==> src/rtl/tsc_pkg.sv <==
package tsc_pkg;

  localparam int unsigned TEMP_W = 7;
  localparam int unsigned NIB_W  = 4;
  localparam int unsigned IDX_W  = 3;

  typedef enum logic [1:0] {
    MODE_NORMAL     = 2'd0,
    MODE_SETTING    = 2'd1,
    MODE_REGULATING = 2'd2
  } mode_t;

  localparam logic [1:0] REQ_UP   = 2'd0;
  localparam logic [1:0] REQ_DOWN = 2'd1;
  localparam logic [1:0] REQ_TICK = 2'd2;

  localparam logic [IDX_W-1:0] CFG_INITIAL = 3'd0;
  localparam logic [IDX_W-1:0] CFG_MIN     = 3'd1;
  localparam logic [IDX_W-1:0] CFG_MAX     = 3'd2;
  localparam logic [IDX_W-1:0] CFG_STEP    = 3'd3;
  localparam logic [IDX_W-1:0] CFG_BAND    = 3'd4;
  localparam logic [IDX_W-1:0] CFG_TIMEOUT = 3'd5;

  localparam logic [TEMP_W-1:0] RST_INITIAL = 7'd60;
  localparam logic [TEMP_W-1:0] RST_MIN     = 7'd35;
  localparam logic [TEMP_W-1:0] RST_MAX     = 7'd75;
  localparam logic [NIB_W-1:0]  RST_STEP    = 4'd5;
  localparam logic [NIB_W-1:0]  RST_BAND    = 4'd5;
  localparam logic [NIB_W-1:0]  RST_TIMEOUT = 4'd5;

  localparam logic [NIB_W-1:0]  IDLE_MAX    = 4'd15;

  typedef struct packed {
    logic [1:0]        req_type;
    logic [TEMP_W-1:0] temp_now;
    logic              power_on;
  } req_t;

  typedef struct packed {
    logic [TEMP_W-1:0] display_value;
    logic              display_enable;
    logic              heater_drive;
    logic              cooler_drive;
    logic              indicator_led;
    logic [1:0]        current_mode;
  } res_t;

  typedef struct packed {
    logic [TEMP_W-1:0] initial_setpoint;
    logic [TEMP_W-1:0] min_setpoint;
    logic [TEMP_W-1:0] max_setpoint;
    logic [NIB_W-1:0]  step_size;
    logic [NIB_W-1:0]  band_width;
    logic [NIB_W-1:0]  timeout_ticks;
  } cfg_t;

endpackage

==> src/rtl/thermostat_setpoint_controller.sv <==
// Thermostat set-point controller.
//
// Request channel: req_valid / req_stall / req_data carry up presses, down
// presses and one-second ticks, each with the sensor temperature and the
// power switch level. Response channel: res_valid / res_stall / res_data
// give one status word per request (display, heater, cooler, LED, mode).
// Configuration: cfg_write / cfg_index / cfg_data write the six settings
// (initial, min and max set point, step, band, timeout); write only while idle.
//
// Path: a taken request enters the input register, then the state update
// writes its status into the result register.
// Throughput: one request per cycle until a stalled response fills the input
// register; the state update is combinational compare and add logic.
//
// Reset: normal mode, set point 60, flags off, settings at their defaults,
// both channels empty.
// A stalled response holds; the request taken behind it waits in the input
// register, and req_stall rises only while both registers are full and
// res_stall is high.
module thermostat_setpoint_controller (
  input  logic                       clk,
  input  logic                       rst,
  input  logic                       req_valid,
  output logic                       req_stall,
  input  tsc_pkg::req_t              req_data,
  output logic                       res_valid,
  input  logic                       res_stall,
  output tsc_pkg::res_t              res_data,
  input  logic                       cfg_write,
  input  logic [tsc_pkg::IDX_W-1:0]  cfg_index,
  input  logic [tsc_pkg::TEMP_W-1:0] cfg_data
);
  import tsc_pkg::*;

  cfg_t cfg;
  req_t req_q;
  logic req_q_valid;
  logic advance;
  res_t result;

  assign advance   = req_q_valid && (!res_valid || !res_stall);
  assign req_stall = req_q_valid && res_valid && res_stall;

  tsc_cfg u_cfg (
    .clk       (clk),
    .rst       (rst),
    .cfg_write (cfg_write),
    .cfg_index (cfg_index),
    .cfg_data  (cfg_data),
    .cfg       (cfg)
  );

  tsc_core u_core (
    .clk    (clk),
    .rst    (rst),
    .step   (advance),
    .req    (req_q),
    .cfg    (cfg),
    .result (result)
  );

  always_ff @(posedge clk) begin
    if (rst) begin
      req_q_valid <= 1'b0;
    end else if (!req_stall) begin
      req_q_valid <= req_valid;
    end
  end

  always_ff @(posedge clk) begin
    if (req_valid && !req_stall) begin
      req_q <= req_data;
    end
  end

  always_ff @(posedge clk) begin
    if (rst) begin
      res_valid <= 1'b0;
    end else if (advance) begin
      res_valid <= 1'b1;
    end else if (!res_stall) begin
      res_valid <= 1'b0;
    end
  end

  always_ff @(posedge clk) begin
    if (advance) begin
      res_data <= result;
    end
  end

endmodule

==> src/rtl/tsc_cfg.sv <==
module tsc_cfg (
  input  logic                          clk,
  input  logic                          rst,
  input  logic                          cfg_write,
  input  logic [tsc_pkg::IDX_W-1:0]     cfg_index,
  input  logic [tsc_pkg::TEMP_W-1:0]    cfg_data,
  output tsc_pkg::cfg_t                 cfg
);
  import tsc_pkg::*;

  always_ff @(posedge clk) begin
    if (rst) begin
      cfg.initial_setpoint <= RST_INITIAL;
      cfg.min_setpoint     <= RST_MIN;
      cfg.max_setpoint     <= RST_MAX;
      cfg.step_size        <= RST_STEP;
      cfg.band_width       <= RST_BAND;
      cfg.timeout_ticks    <= RST_TIMEOUT;
    end else if (cfg_write) begin
      case (cfg_index)
        CFG_INITIAL: cfg.initial_setpoint <= cfg_data;
        CFG_MIN:     cfg.min_setpoint     <= cfg_data;
        CFG_MAX:     cfg.max_setpoint     <= cfg_data;
        CFG_STEP:    cfg.step_size        <= cfg_data[NIB_W-1:0];
        CFG_BAND:    cfg.band_width       <= cfg_data[NIB_W-1:0];
        CFG_TIMEOUT: cfg.timeout_ticks    <= cfg_data[NIB_W-1:0];
        default: ;
      endcase
    end
  end

endmodule

==> src/rtl/tsc_core.sv <==
module tsc_core (
  input  logic          clk,
  input  logic          rst,
  input  logic          step,
  input  tsc_pkg::req_t req,
  input  tsc_pkg::cfg_t cfg,
  output tsc_pkg::res_t result
);
  import tsc_pkg::*;

  mode_t             mode_state, mode_state_next;
  logic [TEMP_W-1:0] set_point, set_point_next;
  logic [TEMP_W-1:0] target_temp, target_temp_next;
  logic [NIB_W-1:0]  idle_ticks, idle_ticks_next;
  logic              heater_flag, heater_flag_next;
  logic              cooler_flag, cooler_flag_next;
  logic              led_flag, led_flag_next;
  logic [TEMP_W-1:0] shown_value, shown_value_next;

  logic [TEMP_W:0]   up_sum;
  logic [TEMP_W:0]   down_floor;
  logic [TEMP_W-1:0] up_value;
  logic [TEMP_W-1:0] down_value;
  logic [NIB_W-1:0]  idle_inc;
  logic signed [TEMP_W+1:0] diff;
  logic signed [TEMP_W+1:0] band_pos;
  logic signed [TEMP_W+1:0] band_neg;
  logic              is_press;

  assign up_sum     = {1'b0, set_point} + {{(TEMP_W+1-NIB_W){1'b0}}, cfg.step_size};
  assign up_value   = (up_sum > {1'b0, cfg.max_setpoint}) ? cfg.max_setpoint
                                                          : up_sum[TEMP_W-1:0];
  assign down_floor = {1'b0, cfg.min_setpoint}
                    + {{(TEMP_W+1-NIB_W){1'b0}}, cfg.step_size};
  assign down_value = ({1'b0, set_point} < down_floor) ? cfg.min_setpoint
                    : set_point - {{(TEMP_W-NIB_W){1'b0}}, cfg.step_size};
  assign idle_inc   = (idle_ticks < IDLE_MAX) ? idle_ticks + 4'd1 : idle_ticks;
  assign diff       = $signed({2'b00, target_temp}) - $signed({2'b00, req.temp_now});
  assign band_pos   = $signed({{(TEMP_W+2-NIB_W){1'b0}}, cfg.band_width});
  assign band_neg   = -band_pos;
  assign is_press   = (req.req_type == REQ_UP) || (req.req_type == REQ_DOWN);

  always_comb begin
    mode_state_next  = mode_state;
    set_point_next   = set_point;
    target_temp_next = target_temp;
    idle_ticks_next  = idle_ticks;
    heater_flag_next = heater_flag;
    cooler_flag_next = cooler_flag;
    led_flag_next    = led_flag;
    shown_value_next = shown_value;

    if (is_press) begin
      case (mode_state)
        MODE_NORMAL: begin
          mode_state_next  = MODE_SETTING;
          set_point_next   = cfg.initial_setpoint;
          idle_ticks_next  = '0;
          shown_value_next = cfg.initial_setpoint;
        end
        MODE_SETTING: begin
          idle_ticks_next  = '0;
          set_point_next   = (req.req_type == REQ_UP) ? up_value : down_value;
          shown_value_next = set_point_next;
        end
        default: ;
      endcase
    end else if (req.req_type == REQ_TICK && req.power_on) begin
      case (mode_state)
        MODE_SETTING: begin
          shown_value_next = set_point;
          idle_ticks_next  = idle_inc;
          if (idle_inc >= cfg.timeout_ticks) begin
            target_temp_next = set_point;
            idle_ticks_next  = '0;
            mode_state_next  = MODE_REGULATING;
            set_point_next   = cfg.initial_setpoint;
          end
        end
        MODE_REGULATING: begin
          shown_value_next = req.temp_now;
          if (diff > band_pos) begin
            heater_flag_next = 1'b1;
            cooler_flag_next = 1'b0;
            led_flag_next    = ~led_flag;
          end else if (diff <= band_neg) begin
            heater_flag_next = 1'b0;
            cooler_flag_next = 1'b1;
            led_flag_next    = 1'b1;
          end else begin
            heater_flag_next = 1'b0;
            cooler_flag_next = 1'b0;
            led_flag_next    = 1'b0;
            mode_state_next  = MODE_NORMAL;
          end
        end
        default: shown_value_next = req.temp_now;
      endcase
    end

    if (!req.power_on) begin
      heater_flag_next = 1'b0;
      cooler_flag_next = 1'b0;
      led_flag_next    = 1'b0;
    end
  end

  always_ff @(posedge clk) begin
    if (rst) begin
      mode_state  <= MODE_NORMAL;
      set_point   <= RST_INITIAL;
      target_temp <= '0;
      idle_ticks  <= '0;
      heater_flag <= 1'b0;
      cooler_flag <= 1'b0;
      led_flag    <= 1'b0;
      shown_value <= '0;
    end else if (step) begin
      mode_state  <= mode_state_next;
      set_point   <= set_point_next;
      target_temp <= target_temp_next;
      idle_ticks  <= idle_ticks_next;
      heater_flag <= heater_flag_next;
      cooler_flag <= cooler_flag_next;
      led_flag    <= led_flag_next;
      shown_value <= shown_value_next;
    end
  end

  always_comb begin
    result.display_value  = req.power_on ? shown_value_next : '0;
    result.display_enable = req.power_on;
    result.heater_drive   = heater_flag_next;
    result.cooler_drive   = cooler_flag_next;
    result.indicator_led  = led_flag_next;
    result.current_mode   = mode_state_next;
  end

endmodule

==> config.mk <==
export PLATFORM = sky130hd
export DESIGN_NAME = thermostat_setpoint_controller
export DESIGN_NICKNAME = d
export VERILOG_FILES = /design/src/rtl/tsc_pkg.sv /design/src/rtl/thermostat_setpoint_controller.sv /design/src/rtl/tsc_cfg.sv /design/src/rtl/tsc_core.sv
export SDC_FILE = /design/constraint.sdc
export NUM_CORES = 1
export LEC_CHECK = 0
export ABC_AREA = 1
export BUFFER_PORTS_ARGS = -buffer_cell sky130_fd_sc_hd__buf_4
export CAP_MARGIN = 25
export CORE_ASPECT_RATIO = 0.5
export CORE_MARGIN = 4
export CORE_UTILIZATION = 65
export DETAILED_ROUTE_END_ITERATION = 10
export PLACE_DENSITY = 0.93
export SLEW_MARGIN = 20
export SYNTH_ARGS = -nofsm -noshare
export SYNTH_HDL_FRONTEND = slang
export SYNTH_SLANG_ARGS = --single-unit
==> constraint.sdc <==
create_clock -name clk -period 8.2 [get_ports clk]
set_input_delay 0.82 -clock clk [delete_from_list [all_inputs] [get_ports clk]]
set_output_delay 0.82 -clock clk [all_outputs]
set_load 0.02 [all_outputs]
**Word-level counts from Yosys, hierarchy flattened**

Cells that the tools add are included.

- Register bits: 88
- Output and inout port bits: 15
- Word-level logic and storage cells: 120

- $add $sub $neg: 6
- $lt $le $gt $ge: 6
- Eq/ne operators: 11
- Multiplexer cells: 43
- Bitwise gates (word level): 2
- Reduce and logical (&&, ||, !) cells: 27

Operators by type and width:

| cell | count |
|---|---|
| 7-bit 2-to-1 mux | 10 |
| 7-bit one-hot mux with 2 select lines | 2 |
| 4-bit 2-to-1 mux | 6 |
| 1-bit 2-to-1 mux | 18 |
| 7-bit by 4-bit adder with 8-bit output | 2 |
| 2-bit 2-to-1 mux | 6 |
| 2-bit AND reduction | 6 |
| 5-bit AND reduction | 2 |
| 9-bit by 5-bit > comparator with 1-bit output | 1 |
| 9-bit less-or-equal comparator | 1 |
| 4-bit negation with 9-bit output | 1 |
| 8-bit by 7-bit > comparator with 1-bit output | 1 |
| 7-bit by 8-bit < comparator with 1-bit output | 1 |
| 2-bit nonzero test | 4 |
| 7-bit by 7-bit subtractor with 8-bit output | 1 |
| 7-bit by 4-bit subtractor with 7-bit output | 1 |
| 3-bit by 2-bit equality test with 1-bit output, second input constant | 2 |
| 3-bit equality test, second input constant | 2 |
| 1-bit logical AND | 5 |
| 4-bit by 1-bit adder with 4-bit output, second input constant | 1 |
| 2-bit by 1-bit equality test with 1-bit output, second input constant | 2 |
| 2-bit equality test, second input constant | 2 |
| 4-bit greater-or-equal comparator | 1 |
| 2-bit logical NOT | 2 |
| other kinds (11) | 15 |

**Depth between registers and ports, before layout**

Gate-level depths: netlist (run 1).

- Word-level depth: 8
- Depth in mapped cells: 26

**Modules after synthesis**

Synthesis (run 1) repeated with hierarchy kept, for this count alone.

- Cells, all modules: 842
- Area total of the unflattened synthesis: 5944.5 µm²

Modules (own cells, without submodules):

| module | times used | cells an instance | area an instance (µm²) |
|---|---|---|---|
| tsc_core | 1 | 619 | 3837.4 |
| tsc_cfg | 1 | 188 | 1325.0 |
| thermostat_setpoint_controller | 1 | 35 | 782.0 |

**Worst setup path before layout (run 1)**

No wires, ideal clock.

- Path type: register to register
- Start: register u_core.set_point[0]
- End: register res_data[10] (netlist name) (data pin)
- Setup time: 0.260 ns
- Arrival: 2.524 ns
- Data required time: 7.940 ns
- Path slack: 5.417 ns
- Stages on the path, launching flop included: 20
- Buffers on the path: 0
- Period minus slack after synthesis: 2.783 ns
- Path through: dfxtp_1 > ha_1 > inv_1 > fa_1 > o21ai_1 > xor2_1 > inv_1 > ha_1 > nand2_1 > inv_1 > nand2_1 > nand2_1 > nand2_1 > nand2_1 > nand2_1 > nand2_2 > nand2_1 > nand3_1 > nand3_1 > a21oi_1

- Cells in the longest elaborated chain, start to end: 6
- Elaborated cells on any way between the ends: 9

Ends and longest elaborated chain:

| element | RTL line | source |
|---|---|---|
| start, declared | tsc_core.sv:12 | `logic [TEMP_W-1:0] set_point, set_point_next;` |
| start signal, assigned | tsc_core.sv:120 | `set_point <= set_point_next;` |
| 7-bit by 4-bit adder with 8-bit output | tsc_core.sv:30 | `assign up_sum = {1'b0, set_point} + {{(TEMP_W+1-NIB_W){1'b0}}, cfg.step_size};` |
| 8-bit by 7-bit > comparator with 1-bit output | tsc_core.sv:31 | `assign up_value = (up_sum > {1'b0, cfg.max_setpoint}) ? cfg.max_setpoint` |
| 7-bit 2-to-1 mux | tsc_core.sv:31 |  |
| 7-bit 2-to-1 mux (*) | tsc_core.sv:63 | `set_point_next = (req.req_type == REQ_UP) ? up_value : down_value;` |
| 7-bit one-hot mux with 2 select lines (*) | tsc_core.sv:54 | `case (mode_state)` |
| 7-bit 2-to-1 mux (*) | tsc_core.sv:53 | `if (is_press) begin` |
| end signal, assigned | thermostat_setpoint_controller.sv:88 | `res_data <= result;` |
| end, declared | thermostat_setpoint_controller.sv:28 | `output tsc_pkg::res_t res_data,` |

Every way passes the cells marked *; elsewhere a longest branch is shown, timed or not.
A chain may end at the register's enable or synchronous reset.

**Final worst setup path (run 1)**

- Start: register u_core.set_point[0]
- End: register res_data[7] (netlist name) (data pin)

Same word-level chain as after synthesis.

==> Implementation_results.wiki, run 1 <==
{| class="wikitable"
! Metric !! Value
|-
| Critical-path maximum fanout || 8
|-
| CP Data Required Time || 8.29 ns
|-
| HPWL reported at the end of detailed placement || 11.70 mm
|-
| Setup repair bufs after CTS || 0
|-
| Area delta synth->final || 11.86%
|-
| GPL Wtd Cong || 0.9447
|-
| Normalized max-slew margin || 52.37%
|-
| Net count of the mapped netlist || 891
|-
| Final hold violation count || 0
|-
| Initial core utilization || 66.75%
|-
| Number of pins exceeding their max-slew limit in the final report || 0
|-
| Routed vias || 5687
|-
| Final Instance Count excl. Fillers || 963
|-
| Number of I/O pins || 40
|-
| Global-route wire length before repair || 26.12 mm
|-
| Number of cells after detailed placement || 947
|-
| CTS Hold Bufs || 0
|-
| Antenna diode count || 0
|-
| Cts repair resizes || 0
|-
| Run status || finished clean
|-
| Critical Path AT || 3.30 ns
|-
| Final setup fails || 0
|-
| Static leakage || 0.003178 uW
|-
| Maximum number of pins on one net before global-route repair || 35
|-
| Detailed Route Iter0 Violations || 645
|-
| Hold crit path type || reg2reg
|-
| Remaining DRCs || 0
|-
| Filler Cells Inserted || 657
|-
| Count of nets after finishing || 924
|-
| Peak supply drop || 113.9 uV
|-
| CP max-delay cell || sky130_fd_sc_hd__dfxtp_1
|-
| Core area || 8678 um^2
|-
| Post-Synthesis Mean Instance Area || 7.170 um^2
|-
| Final ANT Viol Nets || 0
|-
| Number of cell rows || 24
|-
| Register area share after synthesis || 34.38%
|-
| Sinks on the clock net || 88
|-
| Total Negative Setup Slacks || 0 ns
|-
| Clock Pin Slew Worst Setup and Hold Paths || 0.06 ns
|-
| Count of yosys warnings during synthesis || 0
|-
| CP startpoint kind || flip-flop
|-
| Stage delay of the slowest cell on the critical path || 0.43 ns
|-
| Setup Slack @ Placement || 5.087 ns
|-
| Measured slew at the worst slew-check pin || 0.7136 ns
|-
| Peak clock frequency supported by timing || 0.3114 GHz
|-
| Unrepaired setup endpoints after global routing || no
|-
| Post-layout min period || 3.211 ns
|-
| Buffers added on ports || 39
|-
| Number of synthesized register bits || 88
|-
| Cts bufs inserted || 9
|-
| Final worst path period share || 39.16%
|-
| Critical path type || reg2reg
|-
| Final Skew || 0.008653 ns
|-
| Post-Syn Area || 5793 um^2
|-
| Post-detailed-route via-to-cell ratio || 5.906
|-
| Clock H-tree levels || 3
|-
| Critical Path Sink Type || flip-flop
|-
| Cell repeated most along the worst path || sky130_fd_sc_hd__nand2_1
|-
| Antenna violations before repair || 0
|-
| Total detailed-routing wirelength || 15.79 mm
|-
| Height of the die || 74.76 um
|-
| Floorplan die width || 141.5 um
|-
| Leftover overflow at the end of global routing || 0
|-
| GRT Resource Usage Total || 31.04%
|-
| Synthesized instance count || 808
|-
| Iteration count of the initial detailed-routing pass || 6
|-
| CTS tree || done
|-
| Worst hold-check slack || 0.4682 ns
|-
| DIE AREA || 10580 um^2
|-
| Crit-path cells || ha_1, inv_1, fa_1, o21ai_1, xor2_1, inv_1, ha_1, nand2_1, inv_1, nand2_1, nand2_1, nand2_1, nand2_1, nand2_1, nand2_2, nand2_1, nand3_1, nand3_2, a21oi_1
|-
| Root buffer cell || sky130_fd_sc_hd__clkbuf_16
|-
| Clock Tree Buf Depth || 2
|-
| PD cells || 181.4 nW/um^2
|-
| Final Worst Setup Slack || 4.989 ns
|-
| Via count of the first global-routing pass || 5467
|-
| Insertion delay of the later-clocked pin in the worst-skew pair || 0.35 ns
|-
| Distinct cells, synth || 37
|-
| Max-cap violation count || 0
|-
| Post-detailed-route wirelength per cell || 16.40 um
|-
| Fraction of layout cells with a size suffix above 1 || 10.28%
|}
## cell usage after synthesis (all sizes together)
cell / n / area [um^2]
o211ai: 9 / 67.56
dfxtp: 65 / 1301
xnor2: 3 / 26.28
clkbuf: 14 / 52.55
nand4: 12 / 90.09
a211oi: 2 / 15.01
o21ai: 49 / 245.2
nor2: 56 / 217.7
buf: 5 / 28.77
o21bai: 1 / 7.510
xor2: 12 / 105.1
nand3b: 1 / 7.510
nor4: 1 / 6.260
a21oi: 91 / 459.2
a31oi: 1 / 6.260
ha: 54 / 675.7
a21boi: 1 / 11.26
nand3: 80 / 425.4
edfxtp: 23 / 690.7
nor3: 6 / 52.55
clkinv: 1 / 5.000
fa: 4 / 80.08
or2: 1 / 6.260
inv: 133 / 499.2
a21o: 1 / 7.510
nand2: 182 / 703.2
## final cells by class
type	instances	area, um^2	share of cell area (%)
Clock buffer	9	225.2	3.476
Clock inverter	7	78.83	1.216
Inverter	134	504.2	7.781
Multi-Input combinational cell	567	3218	49.66
Sequential cell	88	1992	30.74
Tap cell	117	146.4	2.259
Timing Repair Buffer	41	315.3	4.866
## metrics by stage
step | area, um^2 | utilization, % | total power, uW
4_1_cts | 6480 | 74.67 | 1166
3_3_place_gp | 6161 | 70.99 | 735.7
3_5_place_dp | 6176 | 71.16 | 747.8
5_1_grt | 6480 | 74.67 | 1225
6_report | 6480 | 74.67 | 1176
2_1_floorplan | 5793 | - | 673.4
## flip-flops by register name, indices dropped and copies added (netlist names)
name and flops:
u_core.led_flag 1, u_core.mode_state 2, res_data 13, req_q_valid 1, u_core.heater_flag 1, u_core.idle_ticks 4, u_core.shown_value 7, res_valid 1
u_core.target_temp 7, u_core.cooler_flag 1, u_core.set_point 7, req_q 10, u_cfg.cfg 33
## metal layers
layer  vias up  track usage, %  share of wire, %
met2       278           52.77                46
met1      2636           39.68                42
met4         0           11.06               3.3
met5         -               0                 0
li1       2716               -                 -
met3        57           7.424               9.5
## placed cells by master, fill, tap and decap left out, types with 5 or more instances in the layout
cell                        netlist  layout
sky130_fd_sc_hd__nand2_1        178     178
sky130_fd_sc_hd__inv_1          123     123
sky130_fd_sc_hd__a21oi_1         90      90
sky130_fd_sc_hd__nand3_1         75      75
sky130_fd_sc_hd__dfxtp_1         65      65
sky130_fd_sc_hd__ha_1            54      54
sky130_fd_sc_hd__nor2_1          53      52
sky130_fd_sc_hd__o21ai_0         42      42
sky130_fd_sc_hd__buf_4            2      40
sky130_fd_sc_hd__edfxtp_1        23      23
sky130_fd_sc_hd__xor2_1          12      12
sky130_fd_sc_hd__nand4_1         11      11
sky130_fd_sc_hd__inv_2           10      10
sky130_fd_sc_hd__o211ai_1         9       9
sky130_fd_sc_hd__clkbuf_16        0       9
sky130_fd_sc_hd__o21ai_1          7       7
sky130_fd_sc_hd__nand3_2          5       5
## critical path, delay by kind of cell (launching register included)
| kind | cells | cell delay, ns |
|---|---|---|
| buf+inv | 3 | 0.19 |
| xor+xnor | 1 | 0.17 |
| fa+ha+maj | 3 | 0.91 |
| simple gates | 10 | 0.91 |
| compound gates | 2 | 0.34 |
| flops | 1 | 0.43 |
## cells by family after synthesis
kind of cell,Yosys count,share of synthesized area [%]
buffers and inverters,153,10.11
XOR/XNOR,15,2.268
AND/OR/NAND/NOR,339,26.05
adder cells (fa/ha/maj),58,13.05
AO/OA/AOI/OAI,155,14.15
flip-flops,88,34.38
## where the power goes
| group | internal [uW] | total, uW | switching (uW) | leakage (uW) |
|---|---|---|---|---|
| combinational | 90.6 | 262 | 172 | 0.00227 |
| clock | 240 | 428 | 188 | 0.000151 |
| sequential | 467 | 485 | 18.1 | 0.000752 |
| total | 798 | 1180 | 378 | 0.00318 |
## worst paths after layout
check	from	end	slack (ns)	cells past startpoint
setup / recovery	u_core.set_point[0]	res_data[7]	4.99	19
hold reg to reg	u_core.target_temp[2]	u_core.target_temp[2]	0.47	2
hold / removal	u_core.target_temp[2]	u_core.target_temp[2]	0.47	2
setup reg to reg	u_core.set_point[0]	res_data[7]	4.99	19
No activity file was read; power rests on OpenSTA's default activity.
==> run 2, diff against run 1 <==
--- a/config.mk
+++ b/config.mk
@@ -10,9 +10,9 @@
 export CAP_MARGIN = 25
 export CORE_ASPECT_RATIO = 0.5
 export CORE_MARGIN = 4
-export CORE_UTILIZATION = 65
+export CORE_UTILIZATION = 55
 export DETAILED_ROUTE_END_ITERATION = 10
-export PLACE_DENSITY = 0.93
+export PLACE_DENSITY = 0.85
 export SLEW_MARGIN = 20
 export SYNTH_ARGS = -nofsm -noshare
 export SYNTH_HDL_FRONTEND = slang
==> constraint.sdc (replaced) <==
create_clock -name clk -period 2.64 [get_ports clk]
set_input_delay 0.264 -clock clk [delete_from_list [all_inputs] [get_ports clk]]
set_output_delay 0.264 -clock clk [all_outputs]
set_load 0.02 [all_outputs]
==> run 2 against run 1 <==
Net effect: first-iteration DRC count is 37% higher; hold slack worse by 0.37 ns; register-to-register slack worse by 5.2 ns; wire length is 22% higher; combinational power grew to 4.3 times the previous value; the flow now finishes with violations (setup timing); via count is 10% higher; maximum frequency is 11% higher.
==> Implementation_results.wiki, run 2 (synthesis gave the netlist of run 1 again) <==
{| class="wikitable"
! Metric !! Value
|-
| Critical Path AT || 2.98 ns (-0.32 ns)
|-
| Number of pins exceeding their max-slew limit in the final report || 0 (unchanged)
|-
| PD cells || 528.1 nW/um^2 (+190%)
|-
| Clock Tree Buf Depth || 2 (unchanged)
|-
| Final design area excluding fillers || 7602 um^2 (+17%)
|-
| Critical Path Sink Type || flip-flop
|-
| Via count of the first global-routing pass || 5867 (+7.3%)
|-
| Measured slew at the worst slew-check pin || 0.6460 ns (-0.06764 ns)
|-
| Number of cell rows || 26 (+8.3%)
|-
| CP startpoint kind || flip-flop
|-
| Final ANT Viol Nets || 0 (unchanged)
|-
| Number of cells on the worst hold path || 1 (-1)
|-
| Leftover overflow at the end of global routing || 0 (unchanged)
|-
| Clock Pin Slew Worst Setup and Hold Paths || 0.06 ns (about the same)
|-
| Height of the die || 80.57 um (+7.8%)
|-
| CTS tree || done
|-
| Initial core utilization || 56.53% (-10 points)
|-
| Total detailed-routing wirelength || 19.19 mm (+22%)
|-
| Number of flip-flops in the largest register || 33 (unchanged)
|-
| HPWL reported at the end of detailed placement || 12.03 mm (+2.8%)
|-
| Count of nets after finishing || 991 (+7.3%)
|-
| Commonest non-fill, non-tap cell in the layout || sky130_fd_sc_hd__nand2_1
|-
| Filler Cells Inserted || 653 (-0.61%)
|-
| Iteration count of the initial detailed-routing pass || 6 (unchanged)
|-
| Buffers added on ports || 39 (unchanged)
|-
| Final hold violation count || 0 (unchanged)
|-
| Peak clock frequency supported by timing || 0.3462 GHz (+11%)
|-
| Root buffer cell || sky130_fd_sc_hd__clkbuf_16
|-
| Highest-count cells in the layout ignoring fill and taps || sky130_fd_sc_hd__nand2_1 (142), sky130_fd_sc_hd__inv_1 (108), sky130_fd_sc_hd__buf_4 (105)
|-
| Fraction of layout cells with a size suffix above 1 || 30.12% (+20 points)
|-
| Core area || 10250 um^2 (+18%)
|-
| Largest Register || u_cfg.cfg
|-
| Post-detailed-route via-to-cell ratio || 5.938 (+0.55%)
|-
| DIE AREA || 12340 um^2 (+17%)
|-
| Critical-path maximum fanout || 8 (unchanged)
|-
| CTS Hold Bufs || 0 (unchanged)
|-
| Setup Slack @ Placement || -0.2479 ns (-5.335 ns)
|-
| Insertion delay of the later-clocked pin in the worst-skew pair || 0.35 ns (about the same)
|-
| Largest registers ranked by flip-flop count || u_cfg.cfg x33, res_data x13, req_q x10
|-
| Worst hold-check slack || 0.09352 ns (-0.3747 ns)
|-
| Final setup fails || 29 (+29)
|-
| Final Skew || 0.004553 ns (-0.004101 ns)
|-
| Area delta synth->final || 31.23%
|-
| Run status || finished, violations left
|-
| Standard cell area after detailed placement || 6649 um^2 (+7.7%)
|-
| Detailed Route Iter0 Violations || 885 (+37%)
|-
| Static leakage || 0.003561 uW (+12%)
|-
| Post-layout min period || 2.888 ns (-0.3233 ns)
|-
| Critical path type || reg2reg
|-
| Number of I/O pins || 40 (unchanged)
|-
| Normalized max-slew margin || 56.78% (+4.4 points)
|-
| Global-route wire length before repair || 28.32 mm (+8.4%)
|-
| Final Worst Setup Slack || -0.2481 ns (-5.237 ns)
|-
| Hold crit path type || in2reg
|-
| Unrepaired setup endpoints after global routing || yes
|-
| Maximum number of pins on one net before global-route repair || 39 (+11%)
|-
| FF-to-FF path depth || 17 (-2)
|-
| CP Data Required Time || 2.73 ns (-5.56 ns)
|-
| Peak supply drop || 292.2 uV (+160%)
|-
| GPL Wtd Cong || 0.9171 (-2.9%)
|-
| Clock H-tree levels || 3 (unchanged)
|-
| Floorplan die width || 153.1 um (+8.2%)
|-
| Final worst path period share || 109.4% (+70 points)
|-
| Cts bufs inserted || 9 (unchanged)
|-
| Failing checks || setup timing
|-
| Antenna violations before repair || 0 (unchanged)
|-
| Antenna diode count || 0 (unchanged)
|-
| Routed vias || 6253 (+10%)
|-
| Remaining DRCs || 0 (unchanged)
|-
| Post-detailed-route wirelength per cell || 18.22 um (+11%)
|-
| GRT Resource Usage Total || 28.52% (-2.5 points)
|-
| Max-cap violation count || 0 (unchanged)
|-
| Sinks on the clock net || 88 (unchanged)
|}
run 2: changes by cell type in the layout (fill, tap and decap cells not counted), sizes merged:
| cell | before | now |
|---|---|---|
| buf | 41 | 108 |
| bufinv | 1 | 2 |
| clkinvlp | 0 | 2 |
| inv | 136 | 133 |
run 2: repair_timing:
item / in CTS / in global routing
setup buffers: 7 / 2
setup endpoints to repair: 30 / 42
gates resized for setup: 53 / 90
pin swaps: 38 / 54
run 2: worst max-delay path: stages (launching register included):
cell and delay [ns]:
sky130_fd_sc_hd__dfxtp_1 0.32, sky130_fd_sc_hd__inv_1 0.09, sky130_fd_sc_hd__ha_4 0.27, sky130_fd_sc_hd__inv_1 0.11, sky130_fd_sc_hd__nand2_1 0.10, sky130_fd_sc_hd__o21ai_2 0.21
sky130_fd_sc_hd__buf_4 0.16, sky130_fd_sc_hd__nand2_2 0.05, sky130_fd_sc_hd__o21ai_1 0.11, sky130_fd_sc_hd__nand2_1 0.14, sky130_fd_sc_hd__ha_4 0.30, sky130_fd_sc_hd__nand2_1 0.06
sky130_fd_sc_hd__nand2_2 0.11, sky130_fd_sc_hd__nand2_4 0.11, sky130_fd_sc_hd__a21oi_1 0.17, sky130_fd_sc_hd__nand2_1 0.10, sky130_fd_sc_hd__nand3_2 0.14, sky130_fd_sc_hd__a21oi_2 0.07
run 2: layer usage:
layer / up-vias / GRT usage, % / wire length [um]
met5: - / 0 / 0
met4: 0 / 12.98 / 962
met3: 106 / 5.274 / 1804
met2: 440 / 49.52 / 9077
met1: 2856 / 34.90 / 7345
li1: 2851 / - / -
run 2: path summary, 6_finish.rpt:
kind | startpoint | to | slack, ns
max | u_cfg.cfg[11] | res_data[11] | -0.25
min | req_data[0] | req_q[0] | 0.09
max reg2reg | u_cfg.cfg[11] | res_data[11] | -0.25
min reg2reg | u_cfg.cfg[1] | u_cfg.cfg[1] | 0.47
run 2: stage by stage:
step | setup TNS (ns) | power [uW] | instances | utilization, %
after floorplan | 0 | 2100 | 808 | -
after global placement | -2.266 | 2384 | 1028 | 64.88
after detailed placement | -4.865 | 2416 | 1028 | 64.88
after CTS | -2.952 | 3840 | 1051 | 70.71
after global routing | -9.103 | 4163 | 1053 | 74.19
final | -5.630 | 4014 | 1053 | 74.19
run 2: cell type report:
cell class	count	area, um^2	share of cell area [%]
clock buffer	9	225.2	2.962
clock inverter	7	96.34	1.267
inverter	134	511.7	6.731
multi-input combinational	567	3765	49.52
sequential	88	2007	26.40
tap	140	175.2	2.304
timing repair buffer	108	822.0	10.81
run 2: where the power goes:
part           internal, uW  total [uW]  leakage (uW)  switching (uW)
clock network           829        1390      0.000149             557
registers              1450        1500      0.000753            49.1
logic                   438        1130       0.00266             690
total                  2720        4010       0.00356            1300
